--- src/design/sll_pkg.sv ---
// Shared types, codes and helper functions of the shell line lexer.
package sll_pkg;

	// Result kinds.
	localparam logic [2:0] KIND_BYTE = 3'd0;
	localparam logic [2:0] KIND_WEND = 3'd1;
	localparam logic [2:0] KIND_OP   = 3'd2;
	localparam logic [2:0] KIND_ERR  = 3'd3;
	localparam logic [2:0] KIND_DONE = 3'd4;

	// Operator codes; a doubled operator is its single code plus one.
	localparam logic [7:0] OPC_PIPE = 8'd0;
	localparam logic [7:0] OPC_GT   = 8'd2;
	localparam logic [7:0] OPC_LT   = 8'd4;
	localparam logic [7:0] OPC_SEMI = 8'd6;
	localparam logic [7:0] OPC_AMP  = 8'd7;

	// Special bytes.
	localparam logic [7:0] CH_PIPE  = 8'h7C;
	localparam logic [7:0] CH_GT    = 8'h3E;
	localparam logic [7:0] CH_LT    = 8'h3C;
	localparam logic [7:0] CH_SEMI  = 8'h3B;
	localparam logic [7:0] CH_AMP   = 8'h26;
	localparam logic [7:0] CH_SPACE = 8'h20;
	localparam logic [7:0] CH_TAB   = 8'h09;
	localparam logic [7:0] CH_SQ    = 8'h27;
	localparam logic [7:0] CH_DQ    = 8'h22;
	localparam logic [7:0] CH_BSL   = 8'h5C;

	// Input item codes.
	localparam logic OP_CHAR = 1'b0;
	localparam logic OP_EOL  = 1'b1;

	// Quote modes.
	localparam logic [1:0] QM_OUT = 2'd0;
	localparam logic [1:0] QM_SGL = 2'd1;
	localparam logic [1:0] QM_DBL = 2'd2;

	// Held operator codes.
	localparam logic [2:0] HELD_NONE = 3'd0;
	localparam logic [2:0] HELD_PIPE = 3'd1;
	localparam logic [2:0] HELD_GT   = 3'd2;
	localparam logic [2:0] HELD_LT   = 3'd3;
	localparam logic [2:0] HELD_AMP  = 3'd4;

	localparam int MAX_RES = 3;

	typedef struct packed {
		logic [2:0] kind;
		logic [7:0] value;
	} res_t;

	// All results caused by one input item.
	typedef struct packed {
		logic [1:0]             cnt;
		res_t [MAX_RES-1:0]     res;
	} entry_t;

	function automatic logic [2:0] held_of(input logic [7:0] c);
		logic [2:0] h;
		case (c)
			CH_PIPE: h = HELD_PIPE;
			CH_GT:   h = HELD_GT;
			CH_LT:   h = HELD_LT;
			CH_AMP:  h = HELD_AMP;
			default: h = HELD_NONE;
		endcase
		return h;
	endfunction

	function automatic logic [7:0] held_code(input logic [2:0] h);
		logic [7:0] c;
		case (h)
			HELD_PIPE: c = OPC_PIPE;
			HELD_GT:   c = OPC_GT;
			HELD_LT:   c = OPC_LT;
			default:   c = OPC_AMP;
		endcase
		return c;
	endfunction

	// Appends one result to an entry; results beyond the third are dropped.
	function automatic entry_t add_res(input entry_t e, input logic [2:0] kind,
			input logic [7:0] value);
		entry_t r;
		r = e;
		if (e.cnt != 2'd3) begin
			r.res[e.cnt].kind  = kind;
			r.res[e.cnt].value = value;
			r.cnt              = e.cnt + 2'd1;
		end
		return r;
	endfunction

endpackage

--- src/design/sll_front.sv ---
// Front end: holds the lexer state and turns each accepted item into a result entry.
module sll_front (
	input  logic            clk,
	input  logic            arst_n,
	input  logic            acc,
	input  logic            op,
	input  logic [7:0]      ch,
	output logic            enq,
	output sll_pkg::entry_t entry
);

	logic       word_open_q;
	logic [1:0] quote_q;
	logic [2:0] held_q;
	logic       esc_q;
	logic       qesc_q;

	logic       word_open_d;
	logic [1:0] quote_d;
	logic [2:0] held_d;
	logic       esc_d;
	logic       qesc_d;
	sll_pkg::entry_t e;

	always_comb begin
		logic cont;
		e           = '0;
		word_open_d = word_open_q;
		quote_d     = quote_q;
		held_d      = held_q;
		esc_d       = esc_q;
		qesc_d      = qesc_q;
		cont        = 1'b1;
		if (op == sll_pkg::OP_EOL) begin
			if (quote_q != sll_pkg::QM_OUT) begin
				e = sll_pkg::add_res(e, sll_pkg::KIND_ERR, 8'd0);
			end else begin
				if (held_q != sll_pkg::HELD_NONE)
					e = sll_pkg::add_res(e, sll_pkg::KIND_OP, sll_pkg::held_code(held_q));
				if (esc_q)
					e = sll_pkg::add_res(e, sll_pkg::KIND_BYTE, sll_pkg::CH_BSL);
				if (word_open_q || esc_q)
					e = sll_pkg::add_res(e, sll_pkg::KIND_WEND, 8'd0);
			end
			e           = sll_pkg::add_res(e, sll_pkg::KIND_DONE, 8'd0);
			word_open_d = 1'b0;
			quote_d     = sll_pkg::QM_OUT;
			held_d      = sll_pkg::HELD_NONE;
			esc_d       = 1'b0;
			qesc_d      = 1'b0;
		end else if (quote_q == sll_pkg::QM_SGL) begin
			if (ch == sll_pkg::CH_SQ)
				quote_d = sll_pkg::QM_OUT;
			else
				e = sll_pkg::add_res(e, sll_pkg::KIND_BYTE, ch);
		end else if (quote_q == sll_pkg::QM_DBL) begin
			if (qesc_q) begin
				qesc_d = 1'b0;
				// Only a double quote or a backslash is really escaped here.
				if (ch != sll_pkg::CH_DQ && ch != sll_pkg::CH_BSL)
					e = sll_pkg::add_res(e, sll_pkg::KIND_BYTE, sll_pkg::CH_BSL);
				e = sll_pkg::add_res(e, sll_pkg::KIND_BYTE, ch);
			end else if (ch == sll_pkg::CH_BSL) begin
				qesc_d = 1'b1;
			end else if (ch == sll_pkg::CH_DQ) begin
				quote_d = sll_pkg::QM_OUT;
			end else begin
				e = sll_pkg::add_res(e, sll_pkg::KIND_BYTE, ch);
			end
		end else if (esc_q) begin
			esc_d       = 1'b0;
			word_open_d = 1'b1;
			e           = sll_pkg::add_res(e, sll_pkg::KIND_BYTE, ch);
		end else begin
			if (held_q != sll_pkg::HELD_NONE) begin
				held_d = sll_pkg::HELD_NONE;
				if (sll_pkg::held_of(ch) == held_q) begin
					e    = sll_pkg::add_res(e, sll_pkg::KIND_OP,
						sll_pkg::held_code(held_q) + 8'd1);
					cont = 1'b0;
				end else begin
					e = sll_pkg::add_res(e, sll_pkg::KIND_OP, sll_pkg::held_code(held_q));
				end
			end
			if (cont) begin
				if (ch == sll_pkg::CH_SPACE || ch == sll_pkg::CH_TAB) begin
					if (word_open_q)
						e = sll_pkg::add_res(e, sll_pkg::KIND_WEND, 8'd0);
					word_open_d = 1'b0;
				end else if (ch == sll_pkg::CH_SQ) begin
					quote_d     = sll_pkg::QM_SGL;
					word_open_d = 1'b1;
				end else if (ch == sll_pkg::CH_DQ) begin
					quote_d     = sll_pkg::QM_DBL;
					word_open_d = 1'b1;
				end else if (ch == sll_pkg::CH_SEMI) begin
					if (word_open_q)
						e = sll_pkg::add_res(e, sll_pkg::KIND_WEND, 8'd0);
					word_open_d = 1'b0;
					e           = sll_pkg::add_res(e, sll_pkg::KIND_OP, sll_pkg::OPC_SEMI);
				end else if (sll_pkg::held_of(ch) != sll_pkg::HELD_NONE) begin
					if (word_open_q)
						e = sll_pkg::add_res(e, sll_pkg::KIND_WEND, 8'd0);
					word_open_d = 1'b0;
					held_d      = sll_pkg::held_of(ch);
				end else if (ch == sll_pkg::CH_BSL) begin
					esc_d = 1'b1;
				end else begin
					e           = sll_pkg::add_res(e, sll_pkg::KIND_BYTE, ch);
					word_open_d = 1'b1;
				end
			end
		end
	end

	always_ff @(posedge clk or negedge arst_n) begin
		if (!arst_n) begin
			word_open_q <= 1'b0;
			quote_q     <= sll_pkg::QM_OUT;
			held_q      <= sll_pkg::HELD_NONE;
			esc_q       <= 1'b0;
			qesc_q      <= 1'b0;
		end else if (acc) begin
			word_open_q <= word_open_d;
			quote_q     <= quote_d;
			held_q      <= held_d;
			esc_q       <= esc_d;
			qesc_q      <= qesc_d;
		end
	end

	// Items that cause no result leave nothing in the queue.
	assign enq   = acc && (e.cnt != 2'd0);
	assign entry = e;

	a_esc_no_held: assert property (@(posedge clk) disable iff (!arst_n)
		!(esc_q && held_q != sll_pkg::HELD_NONE))
		else $error("escape pending while an operator is held");

	a_quote_valid: assert property (@(posedge clk) disable iff (!arst_n)
		quote_q != 2'd3)
		else $error("illegal quote mode");

	a_eol_clears: assert property (@(posedge clk) disable iff (!arst_n)
		acc && op == sll_pkg::OP_EOL |=> (quote_q == sll_pkg::QM_OUT && !word_open_q
			&& held_q == sll_pkg::HELD_NONE && !esc_q && !qesc_q))
		else $error("state not cleared after end of line");

	a_eol_enqueues: assert property (@(posedge clk) disable iff (!arst_n)
		acc && op == sll_pkg::OP_EOL |-> enq)
		else $error("end of line produced no entry");

endmodule

--- src/design/sll_fifo.sv ---
// Short queue of result entries between the front end and the back end.
module sll_fifo #(
	parameter int QDEPTH = 4
) (
	input  logic            clk,
	input  logic            arst_n,
	input  logic            wr,
	input  sll_pkg::entry_t wdata,
	input  logic            rd,
	output sll_pkg::entry_t rdata,
	output logic            full,
	output logic            empty
);

	localparam int PW = (QDEPTH > 1) ? $clog2(QDEPTH) : 1;
	localparam int CW = $clog2(QDEPTH + 1);

	sll_pkg::entry_t mem_q [QDEPTH];
	logic [PW-1:0]   wr_ptr_q;
	logic [PW-1:0]   rd_ptr_q;
	logic [CW-1:0]   count_q;

	logic do_wr;
	logic do_rd;

	assign full  = (count_q == CW'(QDEPTH));
	assign empty = (count_q == '0);
	assign do_wr = wr && !full;
	assign do_rd = rd && !empty;
	assign rdata = mem_q[rd_ptr_q];

	always_ff @(posedge clk) begin
		if (do_wr)
			mem_q[wr_ptr_q] <= wdata;
	end

	always_ff @(posedge clk or negedge arst_n) begin
		if (!arst_n) begin
			wr_ptr_q <= '0;
			rd_ptr_q <= '0;
			count_q  <= '0;
		end else begin
			if (do_wr)
				wr_ptr_q <= (wr_ptr_q == PW'(QDEPTH - 1)) ? '0 : wr_ptr_q + 1'b1;
			if (do_rd)
				rd_ptr_q <= (rd_ptr_q == PW'(QDEPTH - 1)) ? '0 : rd_ptr_q + 1'b1;
			if (do_wr && !do_rd)
				count_q <= count_q + 1'b1;
			else if (do_rd && !do_wr)
				count_q <= count_q - 1'b1;
		end
	end

endmodule

--- src/design/sll_back.sv ---
// Back end: streams the results of the oldest queued entry one at a time.
module sll_back (
	input  logic            clk,
	input  logic            arst_n,
	input  sll_pkg::entry_t head,
	input  logic            q_empty,
	input  logic            pop,
	output logic            deq,
	output logic [2:0]      kind,
	output logic [7:0]      value,
	output logic            last
);

	logic [1:0] idx_q;
	logic       taken;

	assign kind  = head.res[idx_q].kind;
	assign value = head.res[idx_q].value;
	assign last  = (idx_q == head.cnt - 2'd1);
	assign taken = pop && !q_empty;
	// The entry leaves the queue with the transfer of its final result.
	assign deq   = taken && last;

	always_ff @(posedge clk or negedge arst_n) begin
		if (!arst_n) begin
			idx_q <= '0;
		end else if (taken) begin
			idx_q <= last ? 2'd0 : idx_q + 2'd1;
		end
	end

	a_idx_in_range: assert property (@(posedge clk) disable iff (!arst_n)
		!q_empty |-> (head.cnt != 2'd0 && idx_q < head.cnt))
		else $error("result index outside the head entry");

	a_idx_idle_zero: assert property (@(posedge clk) disable iff (!arst_n)
		q_empty |-> idx_q == 2'd0)
		else $error("result index left over with an empty queue");

endmodule

--- src/design/shell_line_lexer.sv ---
// An accepted item's results enter the queue as one entry and reach the result ports
// when it heads the queue. Throughput: one item per cycle while full is low; the front
// end decides all results of an item at once. An item with several results takes one
// pop per result, which the QDEPTH-entry queue absorbs; full rises only when it is full.
// Reset (arst_n low) clears the lexer state and empties the queue at once.
module shell_line_lexer #(
	parameter int QDEPTH = 4
) (
	input  logic       clk,
	input  logic       arst_n,
	input  logic       push,
	output logic       full,
	input  logic       op,
	input  logic [7:0] ch,
	output logic       empty,
	input  logic       pop,
	output logic [2:0] kind,
	output logic [7:0] value,
	output logic       last
);

	logic            acc;
	logic            enq;
	logic            deq;
	sll_pkg::entry_t entry;
	sll_pkg::entry_t head;

	assign acc = push && !full;

	sll_front u_front (
		.clk    (clk),
		.arst_n (arst_n),
		.acc    (acc),
		.op     (op),
		.ch     (ch),
		.enq    (enq),
		.entry  (entry)
	);

	sll_fifo #(
		.QDEPTH (QDEPTH)
	) u_fifo (
		.clk    (clk),
		.arst_n (arst_n),
		.wr     (enq),
		.wdata  (entry),
		.rd     (deq),
		.rdata  (head),
		.full   (full),
		.empty  (empty)
	);

	sll_back u_back (
		.clk     (clk),
		.arst_n  (arst_n),
		.head    (head),
		.q_empty (empty),
		.pop     (pop),
		.deq     (deq),
		.kind    (kind),
		.value   (value),
		.last    (last)
	);

endmodule
--- config.mk ---
export PLATFORM = sky130hd
export DESIGN_NAME = shell_line_lexer
export DESIGN_NICKNAME = d
export VERILOG_FILES = /design/src/design/sll_pkg.sv /design/src/design/sll_front.sv /design/src/design/sll_fifo.sv /design/src/design/sll_back.sv /design/src/design/shell_line_lexer.sv
export SDC_FILE = /design/constraint.sdc
export NUM_CORES = 1
export LEC_CHECK = 0
export BUFFER_PORTS_ARGS = -buffer_cell sky130_fd_sc_hd__buf_2
export CORE_ASPECT_RATIO = 1.4
export CORE_MARGIN = 3
export CORE_UTILIZATION = 57
export CTS_BUF_LIST = sky130_fd_sc_hd__clkbuf_4
export DETAILED_ROUTE_END_ITERATION = 12
export PLACE_DENSITY_LB_ADDON = 0.15
export SYNTH_ARGS = -nofsm -noshare
export SYNTH_HDL_FRONTEND = slang
export SYNTH_SLANG_ARGS = --single-unit
--- constraint.sdc ---
create_clock -name clk -period 4.21 [get_ports clk]
set_input_delay 0.842 -clock clk [delete_from_list [all_inputs] [get_ports clk]]
set_output_delay 0.842 -clock clk [all_outputs]
set_load 0.005 [all_outputs]
==> metrics.txt <==
# TYPE chip_impl_metric gauge
chip_impl_metric{name="multi_input_comb_area",unit="um2"} 2870
chip_impl_metric{name="via_per_inst",unit=""} 6.47
chip_impl_metric{name="clock_sink_count",unit=""} 125
chip_impl_metric{name="ir_worst_vdd",unit="V"} 0.000330
chip_impl_info{name="crit_path_end",value="u_fifo.count_q[1]"} 1
chip_impl_metric{name="final_antenna_net_count",unit=""} 0
chip_impl_metric{name="hold_viol_final",unit=""} 0
chip_impl_metric{name="r2r_slack",unit="ns"} 0.35
chip_impl_metric{name="holdBufCountCts",unit=""} 0
chip_impl_metric{name="final_max_slew_viol_count",unit=""} 0
chip_impl_metric{name="critical_path_arrival",unit="ns"} 4.25
chip_impl_metric{name="placement.cell_area",unit="um2"} 7280
chip_impl_metric{name="total_leakage_power",unit="nW"} 2.86
chip_impl_metric{name="vias",unit=""} 4832
chip_impl_metric{name="clock_latency_on_the_worst_skew_pair",unit="ns"} 0.51
chip_impl_metric{name="worst-slew-pin-transition",unit="ns"} 0.664
chip_impl_metric{name="post-route-min-period",unit="ns"} 3.86
chip_impl_metric{name="cts-resized-gates",unit=""} 0
chip_impl_metric{name="numPortBuffers",unit=""} 26
chip_impl_metric{name="cts_inserted_buffers",unit=""} 17
chip_impl_metric{name="synthArstFlopShare",unit="%"} 13.6
chip_impl_metric{name="synth_sequential_area_ratio",unit="%"} 54.1
chip_impl_metric{name="post-cts-setup-buffers",unit=""} 0
chip_impl_metric{name="regArea",unit="um2"} 3670
chip_impl_metric{name="post_route_design_area",unit="um2"} 7600
chip_impl_metric{name="grt_max_degree",unit=""} 30
chip_impl_metric{name="synth_cell_types",unit=""} 76
chip_impl_metric{name="worst_slew_margin_relative_to_its_limit",unit="%"} 55.1
chip_impl_metric{name="worst-path-max-fanout",unit=""} 7
chip_impl_metric{name="power_per_cell_area",unit="nW/um2"} 537
chip_impl_metric{name="fin_skew",unit="ns"} 0.0223
chip_impl_metric{name="gr-usage-all-layers",unit="%"} 27.5
chip_impl_info{name="rr_startpoint",value="u_front.held_q[1]"} 1
chip_impl_info{name="startpoint",value="u_front.held_q[1]"} 1
chip_impl_metric{name="overflow_left_after_global_routing",unit=""} 0
chip_impl_metric{name="num-nets-final",unit=""} 629
chip_impl_info{name="critPathLaunchType",value="flip-flop"} 1
chip_impl_metric{name="deepest_level_of_the_cts_h_tree",unit=""} 4
chip_impl_info{name="rsz0062_at_grt",value="false"} 1
chip_impl_metric{name="route.detailed.drc",unit=""} 0
chip_impl_metric{name="ctsLongestPathBuffers",unit=""} 2
chip_impl_metric{name="top_level_ports",unit=""} 27
chip_impl_metric{name="critical_path_required",unit="ns"} 4.60
chip_impl_metric{name="row_count",unit=""} 46
chip_impl_info{name="synth_top_flop_cell",value="sky130_fd_sc_hd__edfxtp_1"} 1
chip_impl_metric{name="synth.cell_area",unit="um2"} 6780
chip_impl_metric{name="first_pass_iters",unit=""} 5
chip_impl_info{name="r2r-end",value="u_fifo.count_q[1]"} 1
chip_impl_metric{name="fp.dieH",unit="um"} 135
chip_impl_metric{name="die_area",unit="um2"} 13200
chip_impl_metric{name="yosys_warnings",unit=""} 0
chip_impl_metric{name="setup-tns-final",unit="ns"} 0
chip_impl_metric{name="initial_utilization",unit="%"} 59.2
chip_impl_metric{name="nFillCells",unit=""} 856
chip_impl_info{name="cts_tree",value="built"} 1
chip_impl_metric{name="max_freq",unit="MHz"} 259
chip_impl_metric{name="place_hpwl",unit="mm"} 12.5
chip_impl_metric{name="wl_per_cell",unit="um"} 23.1
chip_impl_metric{name="grt_antenna_before_repair",unit=""} 0
chip_impl_info{name="worstSetupEndpointType",value="flip-flop"} 1
chip_impl_metric{name="grt_first_pass_wirelength",unit="mm"} 27.3
chip_impl_metric{name="first_iter_violations",unit=""} 311
chip_impl_metric{name="number_of_global_route_vias_before_repair",unit=""} 4922
chip_impl_metric{name="synth_cells",unit=""} 535
chip_impl_metric{name="clk_pin_slew_worst_paths",unit="ns"} 0.12
chip_impl_metric{name="gp_routability_congestion",unit=""} 1.04
chip_impl_metric{name="placeable_core_region",unit="um2"} 11500
chip_impl_metric{name="finalWirelength",unit="mm"} 17.3
chip_impl_info{name="worstHoldPathType",value="input pin to async pin"} 1
chip_impl_metric{name="die_x",unit="um"} 98.1
chip_impl_metric{name="drv_cap",unit=""} 0
chip_impl_metric{name="final_min_period_over_clock_period",unit="%"} 91.7
chip_impl_metric{name="areaGrowthSynthToFinish",unit="%"} 12.2
chip_impl_info{name="clock_tree.root_cell",value="sky130_fd_sc_hd__clkbuf_4"} 1
chip_impl_metric{name="average_instance_area_after_synthesis",unit="um2"} 12.7
chip_impl_metric{name="ys_seq_elements",unit=""} 125
chip_impl_metric{name="net_count_synth",unit=""} 575
chip_impl_metric{name="drive_gt1_share",unit="%"} 24.6
chip_impl_info{name="status",value="completed"} 1
chip_impl_metric{name="number_of_flops_mapped_to_enable_cells_by_yosys",unit=""} 108
chip_impl_metric{name="setup_viol",unit=""} 0
chip_impl_metric{name="reg2reg_depth",unit=""} 12
chip_impl_info{name="crit_type",value="flip-flop to flip-flop"} 1
[worst max-delay path, cell delays in order, from the launching register on]
cell and delay [ns]:
sky130_fd_sc_hd__dfrtp_1 0.47, sky130_fd_sc_hd__or3_1 0.50, sky130_fd_sc_hd__ha_1 0.31, sky130_fd_sc_hd__or4_1 0.50
sky130_fd_sc_hd__o21ai_0 0.17, sky130_fd_sc_hd__a21oi_1 0.23, sky130_fd_sc_hd__a31oi_1 0.29, sky130_fd_sc_hd__o31ai_4 0.14
sky130_fd_sc_hd__o2bb2ai_4 0.16, sky130_fd_sc_hd__ha_1 0.21, sky130_fd_sc_hd__inv_1 0.09, sky130_fd_sc_hd__fa_1 0.40
sky130_fd_sc_hd__mux2_2 0.27
[through the flow]
| stage | hold WS [ns] | cells | worst slack, ns | utilization, % | total power (W) |
|---|---|---|---|---|---|
| 2_1_floorplan | 0.456 | 535 | 0.105 | - | 0.00275 |
| 3_3_place_gp | 0.475 | 714 | 0.133 | 63.6 | 0.00317 |
| 3_5_place_dp | 0.491 | 714 | 0.0850 | 63.6 | 0.00323 |
| 4_1_cts | 0.222 | 746 | 0.379 | 66.4 | 0.00412 |
| 5_1_grt | 0.216 | 746 | 0.100 | 66.4 | 0.00434 |
| 6_report | 0.266 | 747 | 0.347 | 66.4 | 0.00408 |
[final cells by class]
class	instances	share of cell area, %
Tap cell	144	2.37
Antenna cell	1	0.0329
Inverter	23	1.14
Timing Repair Buffer	65	6.22
Multi-Input combinational cell	357	37.8
Sequential cell	125	48.3
Clock buffer	18	1.78
Clock inverter	14	2.42
[synthesized netlist by cell type, types with 6 or more instances]
library cell	n	share of area, %
sky130_fd_sc_hd__edfxtp_1	108	48
sky130_fd_sc_hd__nand2_1	53	2.9
sky130_fd_sc_hd__nor2_1	34	1.9
sky130_fd_sc_hd__mux4_2	27	9.0
sky130_fd_sc_hd__o21ai_0	27	2.0
sky130_fd_sc_hd__ha_1	26	4.8
sky130_fd_sc_hd__inv_1	20	1.1
sky130_fd_sc_hd__a21oi_1	18	1.3
sky130_fd_sc_hd__clkbuf_1	18	1.0
sky130_fd_sc_hd__dfrtp_1	17	6.3
sky130_fd_sc_hd__nor3_1	14	1.0
sky130_fd_sc_hd__mux2i_1	11	1.6
sky130_fd_sc_hd__a31oi_1	8	0.74
sky130_fd_sc_hd__nand2b_1	8	0.74
sky130_fd_sc_hd__nand3_1	7	0.52
sky130_fd_sc_hd__o22ai_1	7	0.65
sky130_fd_sc_hd__o31ai_1	7	0.78
sky130_fd_sc_hd__a211oi_1	6	0.66
[logic make-up (layout without fill, tap and decap cells)]
group / Yosys count / after routing / share of synthesized area [%]
buffers and inverters: 53 / 120 / 3.43
adders and majority gates: 27 / 27 / 5.10
other: 0 / 1 / 0
and+or+nand+nor: 166 / 166 / 12.8
AOI/OAI and AO/OA: 115 / 115 / 12.2
xor gates and xnor gates: 6 / 6 / 0.776
DFF: 125 / 125 / 54.1
muxes: 43 / 43 / 11.6
[worst min path at each step]
stage / cells past startpoint / start / end
finish: 1 / arst_n / u_fifo.wr_ptr_q[1]
CTS: 1 / arst_n / u_fifo.wr_ptr_q[1]
global placement: 1 / u_fifo.count_q[2] / u_fifo.count_q[2]
detailed placement: 1 / u_fifo.count_q[2] / u_fifo.count_q[2]
floorplan: 1 / u_fifo.count_q[2] / u_fifo.count_q[2]
global route: 1 / arst_n / u_fifo.wr_ptr_q[1]
[where the power goes]
part	switching (W)	internal, W	total [W]
registers	0.000138	0.00161	0.00175
logic	0.000743	0.000694	0.00144
clock network	0.000462	0.000431	0.000893
total	0.00134	0.00274	0.00408
[layer usage]
layer	track usage, %	routed length, um
met1	34.1	6660
met2	45.1	8740
met3	5.32	853
met4	16.0	1010
met5	0	0
[registers in the layout (all words and copies together), names as in the netlist, 2 cells and up]
| register | flops |
|---|---|
| u_front.held_q | 3 |
| u_back.idx_q | 2 |
| u_fifo.mem_q | 108 |
| u_front.quote_q | 2 |
| u_fifo.count_q | 3 |
| u_fifo.wr_ptr_q | 2 |
| u_fifo.rd_ptr_q | 2 |
[layout by cell type (no fill, tap or decap), types with 4 or more instances in the layout]
master,netlist,routed
sky130_fd_sc_hd__a211oi_1,6,6
sky130_fd_sc_hd__nand2b_1,8,8
sky130_fd_sc_hd__nand2_1,53,53
sky130_fd_sc_hd__a21oi_1,18,18
sky130_fd_sc_hd__nor2b_1,4,4
sky130_fd_sc_hd__and2_1,5,5
sky130_fd_sc_hd__and3_1,4,4
sky130_fd_sc_hd__clkinvlp_4,0,4
sky130_fd_sc_hd__o31ai_1,7,7
sky130_fd_sc_hd__mux4_2,27,27
sky130_fd_sc_hd__mux2i_1,11,11
sky130_fd_sc_hd__nand4_1,5,5
sky130_fd_sc_hd__o41ai_1,4,4
sky130_fd_sc_hd__ha_1,26,26
sky130_fd_sc_hd__inv_1,20,20
sky130_fd_sc_hd__edfxtp_1,108,108
sky130_fd_sc_hd__xnor2_1,4,4
sky130_fd_sc_hd__clkbuf_4,0,18
sky130_fd_sc_hd__nand3_1,7,7
sky130_fd_sc_hd__o21ai_0,27,27
sky130_fd_sc_hd__nor4_1,5,5
sky130_fd_sc_hd__nor3_1,14,14
sky130_fd_sc_hd__buf_12,0,4
sky130_fd_sc_hd__nor2_1,34,34
sky130_fd_sc_hd__o211a_1,4,4
sky130_fd_sc_hd__buf_2,3,26
sky130_fd_sc_hd__dfrtp_1,17,16
sky130_fd_sc_hd__buf_4,2,35
sky130_fd_sc_hd__a31oi_1,8,8
sky130_fd_sc_hd__inv_6,0,4
sky130_fd_sc_hd__o22ai_1,7,7
(Power assumes the default switching activity.)
